`config.mk`:
```
export PLATFORM = sky130hd
export DESIGN_NAME = circle_event_angular_score
export DESIGN_NICKNAME = d
export VERILOG_FILES = /design/src/hdl/ceas_pkg.sv /design/src/hdl/ceas_ram.sv /design/src/hdl/ceas_cordic.sv /design/src/hdl/circle_event_angular_score.sv
export SDC_FILE = /design/constraint.sdc
export NUM_CORES = 2
export LEC_CHECK = 0
export BUFFER_PORTS_ARGS = -buffer_cell sky130_fd_sc_hd__buf_2
export CORE_MARGIN = 10
export CORE_UTILIZATION = 57
export CTS_CLUSTER_SIZE = 25
export DETAILED_ROUTE_END_ITERATION = 8
export GPL_TIMING_DRIVEN = 0
export PLACE_DENSITY_LB_ADDON = 0.12
export SYNTH_ARGS = -nofsm -noshare
export SYNTH_HDL_FRONTEND = slang
export SYNTH_SLANG_ARGS = --single-unit
```
`constraint.sdc`:
```
create_clock -name clk_i -period 9.4 [get_ports clk_i]
set_clock_uncertainty 0.05 [all_clocks]
set_input_delay 0 -clock clk_i [delete_from_list [all_inputs] [get_ports clk_i]]
set_output_delay 0 -clock clk_i [all_outputs]
set_load 0.01 [all_outputs]
```
`src/hdl/ceas_pkg.sv`:
```
// ceas_pkg: shared types, register codes, reset values and the CORDIC arctangent table
// for the circle event angular score block. No dependencies.
package ceas_pkg;

  // Default sizing, handed to the top level as parameter defaults
  localparam int ANGLE_BUCKETS_DEF = 128;
  localparam int FRAC_BITS_DEF     = 4;
  localparam int CORDIC_STEPS_DEF  = 16;

  // CORDIC fixed sizing
  localparam int PRESCALE   = 16;
  localparam int ATAN_N     = 24;
  localparam int ATAN_IDX_W = 5;
  localparam int TURN_W     = 32;

  // Configuration port
  localparam int CFG_IDX_W  = 3;
  localparam int CFG_DATA_W = 14;
  localparam int CX_W       = 14;
  localparam int RAD_W      = 10;
  localparam int MRG_W      = 8;
  localparam int CNT_W      = 8;

  localparam logic [CFG_IDX_W-1:0] REG_CENTER_X       = 3'd0;
  localparam logic [CFG_IDX_W-1:0] REG_CENTER_Y       = 3'd1;
  localparam logic [CFG_IDX_W-1:0] REG_RADIUS         = 3'd2;
  localparam logic [CFG_IDX_W-1:0] REG_INLIER_MARGIN  = 3'd3;
  localparam logic [CFG_IDX_W-1:0] REG_OUTLIER_MARGIN = 3'd4;
  localparam logic [CFG_IDX_W-1:0] REG_MIN_SCORE      = 3'd5;

  localparam logic [RAD_W-1:0] RST_RADIUS         = 10'd160;
  localparam logic [MRG_W-1:0] RST_INLIER_MARGIN  = 8'd24;
  localparam logic [MRG_W-1:0] RST_OUTLIER_MARGIN = 8'd48;
  localparam logic [CNT_W-1:0] RST_MIN_SCORE      = 8'd20;

  // Opcodes and event classes
  localparam logic       OP_CLEAR      = 1'b0;
  localparam logic       OP_SCORE      = 1'b1;
  localparam logic [1:0] CLASS_NONE    = 2'd0;
  localparam logic [1:0] CLASS_INLIER  = 2'd1;
  localparam logic [1:0] CLASS_OUTLIER = 2'd2;

  typedef struct packed {
    logic        opcode;
    logic [8:0]  event_x;
    logic [8:0]  event_y;
    logic [31:0] event_dt;
  } ceas_in_t;

  typedef struct packed {
    logic [7:0]  best_score;
    logic [31:0] best_dt;
    logic [7:0]  inlier_count;
    logic [7:0]  outlier_count;
    logic [1:0]  event_class;
  } ceas_out_t;

  // atan(2^-i) in turns * 2^32
  function automatic logic [TURN_W-1:0] atan_lut(input logic [ATAN_IDX_W-1:0] idx);
    logic [TURN_W-1:0] v;
    case (idx)
      5'd0:    v = 32'd536870912;
      5'd1:    v = 32'd316933406;
      5'd2:    v = 32'd167458907;
      5'd3:    v = 32'd85004756;
      5'd4:    v = 32'd42667331;
      5'd5:    v = 32'd21354465;
      5'd6:    v = 32'd10679838;
      5'd7:    v = 32'd5340245;
      5'd8:    v = 32'd2670163;
      5'd9:    v = 32'd1335087;
      5'd10:   v = 32'd667544;
      5'd11:   v = 32'd333772;
      5'd12:   v = 32'd166886;
      5'd13:   v = 32'd83443;
      5'd14:   v = 32'd41722;
      5'd15:   v = 32'd20861;
      5'd16:   v = 32'd10430;
      5'd17:   v = 32'd5215;
      5'd18:   v = 32'd2608;
      5'd19:   v = 32'd1304;
      5'd20:   v = 32'd652;
      5'd21:   v = 32'd326;
      5'd22:   v = 32'd163;
      5'd23:   v = 32'd81;
      default: v = '0;
    endcase
    return v;
  endfunction

endpackage

```
`src/hdl/ceas_ram.sv`:
```
// ceas_ram: generic single-clock RAM, one write port and one registered read port.
// Depends on nothing.
module ceas_ram #(
  parameter int WIDTH = 2,
  parameter int DEPTH = 128
) (
  input  logic                     clk_i,
  input  logic                     we_i,
  input  logic [$clog2(DEPTH)-1:0] waddr_i,
  input  logic [WIDTH-1:0]         wdata_i,
  input  logic                     re_i,
  input  logic [$clog2(DEPTH)-1:0] raddr_i,
  output logic [WIDTH-1:0]         rdata_o
);

  logic [WIDTH-1:0] mem_q [DEPTH];
  logic [WIDTH-1:0] rdata_q;

  always_ff @(posedge clk_i) begin
    if (we_i) begin
      mem_q[waddr_i] <= wdata_i;
    end
    if (re_i) begin
      rdata_q <= mem_q[raddr_i];
    end
  end

  assign rdata_o = rdata_q;

endmodule

```
`src/hdl/ceas_cordic.sv`:
```
// ceas_cordic: iterative vectoring CORDIC that turns a center offset into an angle bucket.
// Depends on ceas_pkg (arctangent table, turn constants).
module ceas_cordic
  import ceas_pkg::*;
#(
  parameter int ANGLE_BUCKETS = ANGLE_BUCKETS_DEF,
  parameter int CORDIC_STEPS  = CORDIC_STEPS_DEF,
  parameter int DX_W          = 16
) (
  input  logic                             clk_i,
  input  logic                             rst_ni,
  input  logic                             start_i,
  input  logic signed [DX_W-1:0]           dx_i,
  input  logic signed [DX_W-1:0]           dy_i,
  output logic                             done_o,
  output logic [$clog2(ANGLE_BUCKETS)-1:0] bucket_o
);

  localparam int CW = DX_W + PRESCALE + 3;
  localparam int ZW = TURN_W + 2;
  localparam int UW = TURN_W + 1;
  localparam int AW = $clog2(ANGLE_BUCKETS);
  localparam int PW = UW + AW + 1;

  localparam logic signed [ZW-1:0] Z_QTR  = ZW'(64'sd1073741824);
  localparam logic signed [ZW-1:0] Z_HALF = ZW'(64'sd2147483648);
  localparam logic [UW-1:0]        U_FULL = {1'b1, {TURN_W{1'b0}}};
  localparam logic [AW-1:0]        B_M1   = AW'(ANGLE_BUCKETS - 1);
  localparam logic [PW-1:0]        P_RND  = PW'(64'd2147483648);
  localparam logic [ATAN_IDX_W-1:0] IT_LAST = ATAN_IDX_W'(CORDIC_STEPS - 1);

  localparam logic [1:0] C_IDLE = 2'd0;
  localparam logic [1:0] C_ITER = 2'd1;
  localparam logic [1:0] C_MUL  = 2'd2;
  localparam logic [1:0] C_RND  = 2'd3;

  logic [1:0]            state_q, state_d;
  logic [ATAN_IDX_W-1:0] it_q;
  logic signed [CW-1:0]  x_q, y_q;
  logic signed [ZW-1:0]  z_q;
  logic [PW-1:0]         prod_q;
  logic [AW-1:0]         bucket_q;
  logic                  done_q;

  logic signed [CW-1:0] dx_sc, dy_sc, x_sh, y_sh;
  logic signed [ZW-1:0] atan_z, u_s;
  logic [UW-1:0]        u_c;
  logic [PW-1:0]        rnd_sum;
  logic                 y_pos, zero_off;

  assign dx_sc    = CW'(dx_i) <<< PRESCALE;
  assign dy_sc    = CW'(dy_i) <<< PRESCALE;
  assign zero_off = (dx_i == '0) && (dy_i == '0);

  // Shared shift and add unit, one micro-rotation per cycle
  assign x_sh   = x_q >>> it_q;
  assign y_sh   = y_q >>> it_q;
  assign y_pos  = !y_q[CW-1] && (y_q != '0);
  assign atan_z = ZW'(atan_lut(it_q));

  // Angle to unsigned turns, clamped to a full turn
  always_comb begin
    u_s = z_q + Z_HALF;
    if (u_s[ZW-1]) begin
      u_c = '0;
    end else if (u_s[UW-1:0] > U_FULL) begin
      u_c = U_FULL;
    end else begin
      u_c = u_s[UW-1:0];
    end
  end

  assign rnd_sum = prod_q + P_RND;

  always_comb begin
    state_d = state_q;
    case (state_q)
      C_IDLE: begin
        if (start_i) begin
          state_d = zero_off ? C_MUL : C_ITER;
        end
      end
      C_ITER: begin
        if (it_q == IT_LAST) begin
          state_d = C_MUL;
        end
      end
      C_MUL:   state_d = C_RND;
      C_RND:   state_d = C_IDLE;
      default: state_d = C_IDLE;
    endcase
  end

  always_ff @(posedge clk_i or negedge rst_ni) begin
    if (!rst_ni) begin
      state_q <= C_IDLE;
      done_q  <= 1'b0;
    end else begin
      state_q <= state_d;
      done_q  <= (state_q == C_RND);
    end
  end

  always_ff @(posedge clk_i) begin
    case (state_q)
      C_IDLE: begin
        it_q <= '0;
        if (zero_off) begin
          z_q <= '0;
        end else if (!dx_i[DX_W-1]) begin
          x_q <= dx_sc;
          y_q <= dy_sc;
          z_q <= '0;
        end else if (!dy_i[DX_W-1]) begin
          x_q <= dy_sc;
          y_q <= -dx_sc;
          z_q <= Z_QTR;
        end else begin
          x_q <= -dy_sc;
          y_q <= dx_sc;
          z_q <= -Z_QTR;
        end
      end
      C_ITER: begin
        it_q <= it_q + 1'b1;
        if (y_pos) begin
          x_q <= x_q + y_sh;
          y_q <= y_q - x_sh;
          z_q <= z_q + atan_z;
        end else begin
          x_q <= x_q - y_sh;
          y_q <= y_q + x_sh;
          z_q <= z_q - atan_z;
        end
      end
      C_MUL: begin
        prod_q <= {{(PW-UW){1'b0}}, u_c} * {{(PW-AW){1'b0}}, B_M1};
      end
      C_RND: begin
        bucket_q <= rnd_sum[TURN_W +: AW];
      end
      default: ;
    endcase
  end

  assign done_o   = done_q;
  assign bucket_o = bucket_q;

endmodule

```
`src/hdl/circle_event_angular_score.sv`:
```
// circle_event_angular_score: top level, sequencer, squaring unit and score bookkeeping.
// Depends on ceas_pkg, ceas_cordic and ceas_ram.
//
// Usage
//   Input channel (in_valid_i / in_stall_o / in_data_i) carries one transaction per
//   command: opcode clear empties both bucket maps and the counts, or opcode score
//   classifies one event against the configured circle. Every command yields exactly
//   one result on the output channel (out_valid_o / out_stall_i / out_data_o) with the
//   best score, its event_dt, both counts and the event class. Configuration (cfg_we_i,
//   cfg_idx_i, cfg_wdata_i) must be written by the user only while idle; not enforced.
// Sequencing and rates
//   One command at a time; in_stall_o is high from acceptance until the result is
//   loaded into the output register, and the next command is taken in the cycle after.
//   An ignored event is paced by the shared squarer (six squares, one per cycle).
//   An inlier or inner outlier also runs the CORDIC loop, which performs one
//   micro-rotation per cycle.
//   Clear: one map row zeroed per cycle.
// Reset
//   Configuration and best score return to their reset values, then a clearing pass
//   zeroes every row of the map RAM; input stays stalled during it.
// Stalls
//   The result waits in the output register while out_stall_i is high; the next
//   command is still accepted and runs until its own result needs that register.
module circle_event_angular_score
  import ceas_pkg::*;
#(
  parameter int ANGLE_BUCKETS = ANGLE_BUCKETS_DEF,
  parameter int FRAC_BITS     = FRAC_BITS_DEF,
  parameter int CORDIC_STEPS  = CORDIC_STEPS_DEF
) (
  input  logic                  clk_i,
  input  logic                  rst_ni,
  input  logic                  in_valid_i,
  output logic                  in_stall_o,
  input  ceas_in_t              in_data_i,
  output logic                  out_valid_o,
  input  logic                  out_stall_i,
  output ceas_out_t             out_data_o,
  input  logic                  cfg_we_i,
  input  logic [CFG_IDX_W-1:0]  cfg_idx_i,
  input  logic [CFG_DATA_W-1:0] cfg_wdata_i
);

  localparam int EX_W = 9 + FRAC_BITS;
  localparam int DX_W = ((EX_W > CX_W) ? EX_W : CX_W) + 2;
  localparam int SQ_W = 2 * DX_W;
  localparam int AW   = $clog2(ANGLE_BUCKETS);
  localparam int BW   = RAD_W + 2;

  localparam logic [AW-1:0]    SWEEP_LAST = AW'(ANGLE_BUCKETS - 1);
  localparam logic [CNT_W-1:0] CNT_SAT    = 8'd255;

  // Map row bits
  localparam int MAP_IN  = 0;
  localparam int MAP_OUT = 1;

  // Sequencer states
  localparam logic [2:0] S_INIT  = 3'd0;
  localparam logic [2:0] S_IDLE  = 3'd1;
  localparam logic [2:0] S_SQ    = 3'd2;
  localparam logic [2:0] S_CLASS = 3'd3;
  localparam logic [2:0] S_ANGLE = 3'd4;
  localparam logic [2:0] S_UPD   = 3'd5;
  localparam logic [2:0] S_CLR   = 3'd6;
  localparam logic [2:0] S_DONE  = 3'd7;

  // Squarer steps: which operand is squared in that cycle
  localparam logic [2:0] SQ_DX   = 3'd0;
  localparam logic [2:0] SQ_DY   = 3'd1;
  localparam logic [2:0] SQ_HI   = 3'd2;
  localparam logic [2:0] SQ_LO   = 3'd3;
  localparam logic [2:0] SQ_OLO  = 3'd4;
  localparam logic [2:0] SQ_R    = 3'd5;
  localparam logic [2:0] SQ_LAST = 3'd6;

  // Configuration registers
  logic signed [CX_W-1:0] cx_q, cy_q;
  logic [RAD_W-1:0]       radius_q;
  logic [MRG_W-1:0]       imargin_q, omargin_q;
  logic [CNT_W-1:0]       min_score_q;

  // Sequencer and datapath
  logic [2:0]             state_q, state_d;
  logic [2:0]             sq_step_q;
  logic [AW-1:0]          sweep_q, addr_q;
  logic signed [DX_W-1:0] dx_q, dy_q;
  logic [SQ_W-1:0]        sq_q, d2_q;
  logic                   lt_hi_q, gt_lo_q, gt_olo_q, lt_r_q;
  logic [31:0]            dt_q;
  logic [1:0]             cls_q;

  // Score state
  logic [CNT_W-1:0]       in_tot_q, out_tot_q, best_q;
  logic [31:0]            best_dt_q;

  // Output register
  logic                   out_valid_q;
  ceas_out_t              out_q;

  logic                   in_acc, out_load;
  logic signed [DX_W-1:0] ex_c, ey_c, sq_op;
  logic [SQ_W-1:0]        sq_c;
  logic signed [BW-1:0]   hi_c, lo_c, olo_c;
  logic                   inl_c, outl_c;
  logic                   cor_start, cor_done;
  logic [AW-1:0]          cor_bucket;
  logic                   map_we, map_re;
  logic [AW-1:0]          map_waddr;
  logic [1:0]             map_wdata, map_rdata;
  logic                   hit_new;
  logic [CNT_W-1:0]       in_tot_c, out_tot_c;
  logic signed [CNT_W:0]  score_c;

  assign in_stall_o = (state_q != S_IDLE);
  assign in_acc     = in_valid_i && !in_stall_o;
  assign out_load   = (state_q == S_DONE) && (!out_valid_q || !out_stall_i);

  // Event coordinates in fractional pixels
  assign ex_c = DX_W'(in_data_i.event_x) << FRAC_BITS;
  assign ey_c = DX_W'(in_data_i.event_y) << FRAC_BITS;

  // Band edges; a negative lower edge always passes
  assign hi_c  = BW'(radius_q) + BW'(imargin_q);
  assign lo_c  = BW'(radius_q) - BW'(imargin_q);
  assign olo_c = BW'(radius_q) - BW'(omargin_q);

  // Shared squarer, result registered before use
  always_comb begin
    case (sq_step_q)
      SQ_DX:   sq_op = dx_q;
      SQ_DY:   sq_op = dy_q;
      SQ_HI:   sq_op = DX_W'(hi_c);
      SQ_LO:   sq_op = DX_W'(lo_c);
      SQ_OLO:  sq_op = DX_W'(olo_c);
      SQ_R:    sq_op = DX_W'(BW'(radius_q));
      default: sq_op = '0;
    endcase
  end
  assign sq_c = SQ_W'(sq_op * sq_op);

  assign inl_c  = lt_hi_q && gt_lo_q;
  assign outl_c = !inl_c && lt_r_q && gt_olo_q;
  assign cor_start = (state_q == S_CLASS) && (inl_c || outl_c);

  // Map update: mark a bucket once, count it once, saturate the count
  always_comb begin
    hit_new   = 1'b0;
    in_tot_c  = in_tot_q;
    out_tot_c = out_tot_q;
    map_wdata = '0;
    if (cls_q == CLASS_INLIER) begin
      hit_new            = !map_rdata[MAP_IN];
      map_wdata          = map_rdata;
      map_wdata[MAP_IN]  = 1'b1;
      if (hit_new && in_tot_q < CNT_SAT) begin
        in_tot_c = in_tot_q + 1'b1;
      end
    end else if (cls_q == CLASS_OUTLIER) begin
      hit_new            = !map_rdata[MAP_OUT];
      map_wdata          = map_rdata;
      map_wdata[MAP_OUT] = 1'b1;
      if (hit_new && out_tot_q < CNT_SAT) begin
        out_tot_c = out_tot_q + 1'b1;
      end
    end
    score_c = $signed({1'b0, in_tot_c}) - $signed({1'b0, out_tot_c});
  end

  assign map_re    = cor_done;
  assign map_we    = (state_q == S_INIT) || (state_q == S_CLR) ||
                     ((state_q == S_UPD) && hit_new);
  assign map_waddr = (state_q == S_UPD) ? addr_q : sweep_q;

  // Sequencer next state
  always_comb begin
    state_d = state_q;
    case (state_q)
      S_INIT: begin
        if (sweep_q == SWEEP_LAST) begin
          state_d = S_IDLE;
        end
      end
      S_IDLE: begin
        if (in_acc) begin
          state_d = (in_data_i.opcode == OP_CLEAR) ? S_CLR : S_SQ;
        end
      end
      S_SQ: begin
        if (sq_step_q == SQ_LAST) begin
          state_d = S_CLASS;
        end
      end
      S_CLASS: state_d = cor_start ? S_ANGLE : S_DONE;
      S_ANGLE: begin
        if (cor_done) begin
          state_d = S_UPD;
        end
      end
      S_UPD: state_d = S_DONE;
      S_CLR: begin
        if (sweep_q == SWEEP_LAST) begin
          state_d = S_DONE;
        end
      end
      S_DONE: begin
        if (out_load) begin
          state_d = S_IDLE;
        end
      end
      default: state_d = S_IDLE;
    endcase
  end

  // Control state, configuration and score state
  always_ff @(posedge clk_i or negedge rst_ni) begin
    if (!rst_ni) begin
      state_q     <= S_INIT;
      sweep_q     <= '0;
      sq_step_q   <= '0;
      out_valid_q <= 1'b0;
      cx_q        <= '0;
      cy_q        <= '0;
      radius_q    <= RST_RADIUS;
      imargin_q   <= RST_INLIER_MARGIN;
      omargin_q   <= RST_OUTLIER_MARGIN;
      min_score_q <= RST_MIN_SCORE;
      in_tot_q    <= '0;
      out_tot_q   <= '0;
      best_q      <= RST_MIN_SCORE;
      best_dt_q   <= '0;
      cls_q       <= CLASS_NONE;
    end else begin
      state_q <= state_d;

      if (cfg_we_i) begin
        case (cfg_idx_i)
          REG_CENTER_X:       cx_q        <= cfg_wdata_i[CX_W-1:0];
          REG_CENTER_Y:       cy_q        <= cfg_wdata_i[CX_W-1:0];
          REG_RADIUS:         radius_q    <= cfg_wdata_i[RAD_W-1:0];
          REG_INLIER_MARGIN:  imargin_q   <= cfg_wdata_i[MRG_W-1:0];
          REG_OUTLIER_MARGIN: omargin_q   <= cfg_wdata_i[MRG_W-1:0];
          REG_MIN_SCORE:      min_score_q <= cfg_wdata_i[CNT_W-1:0];
          default: ;
        endcase
      end

      // Advance the clearing sweep, restart it on each clear command
      if (state_q == S_INIT || state_q == S_CLR) begin
        sweep_q <= sweep_q + 1'b1;
      end else begin
        sweep_q <= '0;
      end

      sq_step_q <= (state_q == S_SQ) ? sq_step_q + 1'b1 : '0;

      if (in_acc && in_data_i.opcode == OP_CLEAR) begin
        in_tot_q  <= '0;
        out_tot_q <= '0;
        best_q    <= min_score_q;
        best_dt_q <= '0;
        cls_q     <= CLASS_NONE;
      end

      if (state_q == S_CLASS) begin
        cls_q <= inl_c ? CLASS_INLIER : (outl_c ? CLASS_OUTLIER : CLASS_NONE);
      end

      if (state_q == S_UPD) begin
        in_tot_q  <= in_tot_c;
        out_tot_q <= out_tot_c;
        // Only an inlier can raise the best score
        if (cls_q == CLASS_INLIER && !score_c[CNT_W] && score_c[CNT_W-1:0] > best_q) begin
          best_q    <= score_c[CNT_W-1:0];
          best_dt_q <= dt_q;
        end
      end

      if (out_load) begin
        out_valid_q <= 1'b1;
      end else if (!out_stall_i) begin
        out_valid_q <= 1'b0;
      end
    end
  end

  // Payload registers
  always_ff @(posedge clk_i) begin
    if (in_acc) begin
      dx_q <= ex_c - DX_W'(cx_q);
      dy_q <= ey_c - DX_W'(cy_q);
      dt_q <= in_data_i.event_dt;
    end

    if (state_q == S_SQ) begin
      sq_q <= sq_c;
      // Consume the square produced in the previous cycle
      case (sq_step_q)
        SQ_DY:   d2_q     <= sq_q;
        SQ_HI:   d2_q     <= d2_q + sq_q;
        SQ_LO:   lt_hi_q  <= d2_q < sq_q;
        SQ_OLO:  gt_lo_q  <= lo_c[BW-1] || d2_q > sq_q;
        SQ_R:    gt_olo_q <= olo_c[BW-1] || d2_q > sq_q;
        SQ_LAST: lt_r_q   <= d2_q < sq_q;
        default: ;
      endcase
    end

    if (cor_done) begin
      addr_q <= cor_bucket;
    end

    if (out_load) begin
      out_q.best_score    <= best_q;
      out_q.best_dt       <= best_dt_q;
      out_q.inlier_count  <= in_tot_q;
      out_q.outlier_count <= out_tot_q;
      out_q.event_class   <= cls_q;
    end
  end

  assign out_valid_o = out_valid_q;
  assign out_data_o  = out_q;

  ceas_cordic #(
    .ANGLE_BUCKETS (ANGLE_BUCKETS),
    .CORDIC_STEPS  (CORDIC_STEPS),
    .DX_W          (DX_W)
  ) u_cordic (
    .clk_i    (clk_i),
    .rst_ni   (rst_ni),
    .start_i  (cor_start),
    .dx_i     (dx_q),
    .dy_i     (dy_q),
    .done_o   (cor_done),
    .bucket_o (cor_bucket)
  );

  // One row per bucket: inlier mark and outlier mark
  ceas_ram #(
    .WIDTH (2),
    .DEPTH (ANGLE_BUCKETS)
  ) u_map (
    .clk_i   (clk_i),
    .we_i    (map_we),
    .waddr_i (map_waddr),
    .wdata_i (map_wdata),
    .re_i    (map_re),
    .raddr_i (cor_bucket),
    .rdata_o (map_rdata)
  );

  // The angle unit only reports while the sequencer waits for it
  assert property (@(posedge clk_i) disable iff (!rst_ni)
    cor_done |-> (state_q == S_ANGLE))
    else $error("angle unit finished outside the angle wait");

  // A map update only follows a classified event
  assert property (@(posedge clk_i) disable iff (!rst_ni)
    (state_q == S_UPD) |-> (cls_q == CLASS_INLIER || cls_q == CLASS_OUTLIER))
    else $error("map update without an inlier or outlier class");

  // A clear command empties both counts in the next cycle
  assert property (@(posedge clk_i) disable iff (!rst_ni)
    (in_acc && in_data_i.opcode == OP_CLEAR) |=> (in_tot_q == '0 && out_tot_q == '0))
    else $error("counts not emptied by clear");

  // Input stays stalled while a result is being formed
  assert property (@(posedge clk_i) disable iff (!rst_ni)
    (state_q == S_SQ || state_q == S_ANGLE || state_q == S_UPD) |-> in_stall_o)
    else $error("input open while a command is in progress");

endmodule
```
==> results_tabular.tex <==
\begin{tabular}{lr}
\hline
Metric & Value \\
\hline
\multicolumn{2}{l}{\textbf{Run status}} \\
Outcome & complete, but fails checks \\
Failing checks & capacitance limit, slew limit \\
\multicolumn{2}{l}{\textbf{Floorplanning}} \\
Die X-Extent & around 340 um \\
Top-level port count & $\sim$130 \\
Placeable Area & a little over 0.1 sq mm \\
Chip height & approximately 340 um \\
Count of standard-cell rows & roughly 120 \\
Effective utilization at floorplan & 57.2\% \\
Area enclosed by the die boundary & between 0.1 and 0.15 sq mm \\
\multicolumn{2}{l}{\textbf{Global route}} \\
Pin count of the biggest net entering global routing & a little over 90 \\
GRT Util Overall & 30.5\% \\
Grt total ovfl & 0 \\
First-pass GRT wire length & about 280 mm \\
Via count of the first global-routing pass & $\sim$46000 \\
Antenna violations before repair & 5 \\
\multicolumn{2}{l}{\textbf{Synth}} \\
Main area contributors after synthesis & sky130\_fd\_sc\_hd\_\_edfxtp\_1, sky130\_fd\_sc\_hd\_\_fa\_1, sky130\_fd\_sc\_hd\_\_ha\_1, sky130\_fd\_sc\_hd\_\_mux4\_2, sky130\_fd\_sc\_hd\_\_dfrtp\_1 \\
Number of flops mapped to enable cells by yosys & 576 \\
Register bit count reported by yosys & 743 \\
Number of distinct standard cells referenced by the synthesized netlist & 98 \\
Share of flip-flops with an asynchronous set or reset after synthesis & a little under a fifth \\
Cell types with the highest counts after synthesis & sky130\_fd\_sc\_hd\_\_edfxtp\_1, sky130\_fd\_sc\_hd\_\_inv\_1, sky130\_fd\_sc\_hd\_\_nand2\_1 \\
Primary flip-flop cell chosen by synthesis mapping & sky130\_fd\_sc\_hd\_\_edfxtp\_1 \\
Library cell with the largest summed area after synthesis & sky130\_fd\_sc\_hd\_\_edfxtp\_1 \\
Total of warnings raised by yosys & 0 \\
Mapped Nets & between 6000 and 7000 \\
Share of the yosys chip area belonging to registers & 36.1\% \\
Gate count after technology mapping & 5580 \\
Fraction of post-synthesis cell area in the top cell type by area & between 20\% and 30\% \\
Post-synthesis instance area & between 0.05 and 0.06 sq mm \\
Avg Synthesized Cell Area & around 11 sq um \\
\multicolumn{2}{l}{\textbf{Route}} \\
DRC viols & 0 \\
Met3 WL & roughly 12 mm \\
Metal-1 WL & $\sim$70 mm \\
Ratio of routed vias to standard cells & 6.20 \\
Post-Route WL & approximately 180 mm \\
Via count & about 46000 \\
Total iterations of the first detailed-routing run & 6 \\
Uppermost layer routed & met5 \\
Average wire length per cell after detail routing & about 24 um \\
Met2 wirelength from detailed routing & 88.2 mm \\
Antenna-violating nets left & 0 \\
DRC violation total after the first TritonRoute iteration & 4493 \\
\multicolumn{2}{l}{\textbf{STA}} \\
Fin crit period & 9.15 ns \\
Hold Violations, Final & 0 \\
Final setup violation count & 0 \\
Max Clk Rate & about 110 MHz \\
Max transition margin & -7.86\% \\
Worst Tran Pin Value & approximately 1.6 ns \\
Max-slew violation count & 5 \\
Fraction of the cycle the final worst path needs & 97.4\% \\
Unrepaired setup endpoints after global routing & no \\
Total Negative Setup Slacks & 0 ns \\
\multicolumn{2}{l}{\textbf{CTS}} \\
Num Clock Sinks & approximately 740 \\
Buffer levels on the longest clock path & 3 \\
Total CTS buffers & 80 \\
Clock insertion delay at the later pin of the skew report & $\sim$0.69 ns \\
Clock tree from TritonCTS & built \\
Cell chosen for the clock root & sky130\_fd\_sc\_hd\_\_clkbuf\_16 \\
H-tree depth reported by CTS & 3 \\
Clock transition at the register clock pins on the worst setup and hold paths after CTS & approximately 0.060 ns \\
\multicolumn{2}{l}{\textbf{Critical path}} \\
FF-to-FF End & sq\_q[31] \\
R2R cell count & 27 \\
Setup Crit Path Kind & register to register \\
R2R Setup Slk & 0.25 ns \\
Required time of the critical path & between 9 and 10 ns \\
Critical Path Fanout Max & 7 \\
CP endpoint kind & register \\
Nature of the critical path startpoint & register \\
Crit path to & sq\_q[31] \\
R2r startpoint & sq\_step\_q[0] \\
Setup crit start & sq\_step\_q[0] \\
Crit path arrival time & about 9.5 ns \\
\multicolumn{2}{l}{\textbf{Job}} \\
Max-cap violations & 1 \\
\multicolumn{2}{l}{\textbf{Place}} \\
\# port buffers & 131 \\
Dpl hpwl & roughly 130 mm \\
Placed instance area & 0.0617 sq mm \\
Routability congestion estimate & about 1.1 \\
\multicolumn{2}{l}{\textbf{Layout}} \\
Post-Layout Inst Area & between 0.06 and 0.07 sq mm \\
Share of post-route cells with drive strength above 1 & between 10\% and 20\% \\
Net count of the finished layout & 6747 \\
Synth-to-layout area growth & 11.9\% \\
\multicolumn{2}{l}{\textbf{Min path}} \\
Kind of path behind the tightest hold check & input pin to register \\
\hline
\end{tabular}
[registers in the layout (all words and copies together), names as in the netlist, 8 cells and up]
register and cells:
cx_q 14, sq_q 31, u_cordic.atan_z 30, dx_q 15, d2_q 32, out_tot_q 8
best_dt_q 32, min_score_q 8, u_cordic.y_q 35, dy_q 15, best_q 8, omargin_q 8
radius_q 10, cy_q 14, imargin_q 8, u_cordic.prod_q 8, dt_q 32, u_map.mem_q 256
out_data_o 58, u_cordic.z_q 34, u_cordic.x_q 35, in_tot_q 8
[critical path: stages, from the launching register on]
cell and delay (ns):
sky130_fd_sc_hd__dfrtp_1 0.41, sky130_fd_sc_hd__inv_1 0.10, sky130_fd_sc_hd__ha_1 0.30, sky130_fd_sc_hd__nor2b_1 0.85
sky130_fd_sc_hd__a222oi_1 0.40, sky130_fd_sc_hd__a31oi_4 0.41, sky130_fd_sc_hd__inv_1 0.24, sky130_fd_sc_hd__nor2_1 0.36
sky130_fd_sc_hd__inv_1 0.13, sky130_fd_sc_hd__fa_1 0.54, sky130_fd_sc_hd__fa_2 0.63, sky130_fd_sc_hd__inv_4 0.09
sky130_fd_sc_hd__fa_1 0.47, sky130_fd_sc_hd__fa_1 0.54, sky130_fd_sc_hd__fa_1 0.50, sky130_fd_sc_hd__inv_1 0.05
sky130_fd_sc_hd__fa_1 0.49, sky130_fd_sc_hd__inv_1 0.05, sky130_fd_sc_hd__ha_1 0.38, sky130_fd_sc_hd__nand4_1 0.16
sky130_fd_sc_hd__or3_1 0.41, sky130_fd_sc_hd__a31oi_4 0.24, sky130_fd_sc_hd__o41ai_4 0.08, sky130_fd_sc_hd__buf_4 0.17
sky130_fd_sc_hd__o211a_1 0.23, sky130_fd_sc_hd__o21bai_1 0.19, sky130_fd_sc_hd__a21oi_2 0.10, sky130_fd_sc_hd__xnor2_2 0.33
[per-stage QoR]
step	setup slack, ns	utilization, %	hold slack, ns	instances
after floorplan	0.847	-	-0.346	5580
after global placement	-1.23	59.5	0.126	7091
after detailed placement	-1.33	59.8	-0.0147	7106
after CTS	0.0188	63.8	0.0376	7373
after global routing	0.00307	64.0	0.0502	7384
final	0.248	64.0	0.0628	7386
[metal layers]
layer,vias to the layer above,global-route usage (%)
met2,1958,52.2
li1,20629,-
met3,497,4.30
met1,22685,37.8
met5,-,0
met4,4,14.9
[logic make-up (layout without fill, tap and decap cells)]
group / Yosys count / count (layout) / share of synthesized area (%)
and+or+nand+nor: 1505 / 1505 / 11.9
AOI/OAI and AO/OA: 1124 / 1124 / 12.1
buffers and inverters: 790 / 1212 / 5.33
DFF: 743 / 743 / 36.1
adders and majority gates: 738 / 738 / 20.2
muxes: 362 / 362 / 9.67
xor gates and xnor gates: 318 / 318 / 4.75
other: 0 / 4 / 0
[placed cells by master, fill, tap and decap left out, types with 33 or more instances in the layout]
cell type and instances:
sky130_fd_sc_hd__a211oi_1 34, sky130_fd_sc_hd__a21o_1 82, sky130_fd_sc_hd__a21oi_1 265, sky130_fd_sc_hd__a31oi_1 39
sky130_fd_sc_hd__and2_1 49, sky130_fd_sc_hd__and3_1 63, sky130_fd_sc_hd__buf_2 155, sky130_fd_sc_hd__clkbuf_1 147
sky130_fd_sc_hd__clkbuf_16 80, sky130_fd_sc_hd__dfrtp_1 126, sky130_fd_sc_hd__dlygate4sd3_1 115, sky130_fd_sc_hd__edfxtp_1 576
sky130_fd_sc_hd__fa_1 353, sky130_fd_sc_hd__ha_1 381, sky130_fd_sc_hd__inv_1 572, sky130_fd_sc_hd__mux2_2 77
sky130_fd_sc_hd__mux2i_1 128, sky130_fd_sc_hd__mux4_2 143, sky130_fd_sc_hd__nand2_1 479, sky130_fd_sc_hd__nand2b_1 43
sky130_fd_sc_hd__nand3_1 83, sky130_fd_sc_hd__nand4_1 33, sky130_fd_sc_hd__nor2_1 463, sky130_fd_sc_hd__nor2b_1 46
sky130_fd_sc_hd__nor3_1 71, sky130_fd_sc_hd__nor4_1 34, sky130_fd_sc_hd__o21a_1 44, sky130_fd_sc_hd__o21ai_0 307
sky130_fd_sc_hd__o21bai_1 56, sky130_fd_sc_hd__or3_1 39, sky130_fd_sc_hd__xnor2_1 196, sky130_fd_sc_hd__xor2_1 117
[final cells by class]
cell class              instances  area [sq um]
clock inverters                43           572
inverters                     582          2190
well taps                    1380          1730
plain buffers                 208           983
diodes                          4          10.0
repair buffers                274          2190
flip-flops and latches        743         21300
clock buffers                 105          2160
multi-input cells            4047         34900
fillers                      8297         37100
[what timing repair did]
action,4_1_cts,5_1_grt
hold endpoints to repair,284,0
setup endpoints to repair,12,9
cloned,0,0
buffers inserted,3,9
pin swaps,6,8
hold buffers,116,0
gates resized for setup,37,49
[worst min-delay path by stage]
| stage | start | endpoint | slack (ns) | depth (start not counted) |
|---|---|---|---|---|
| after floorplan | rst_ni | best_dt_q[0] | -0.35 | 0 |
| after global placement | in_data_i[20] | dt_q[20] | 0.13 | 1 |
| after detailed placement | rst_ni | best_dt_q[15] | -0.01 | 1 |
| after CTS | cfg_wdata_i[10] | cy_q[10] | 0.04 | 4 |
| after global routing | cfg_wdata_i[12] | cy_q[12] | 0.05 | 4 |
| final | cfg_wdata_i[12] | cy_q[12] | 0.06 | 4 |
Power is left out: the tool's default activity adds up to more than one toggle a clock period on the data nets, which glitch-free logic cannot reach.
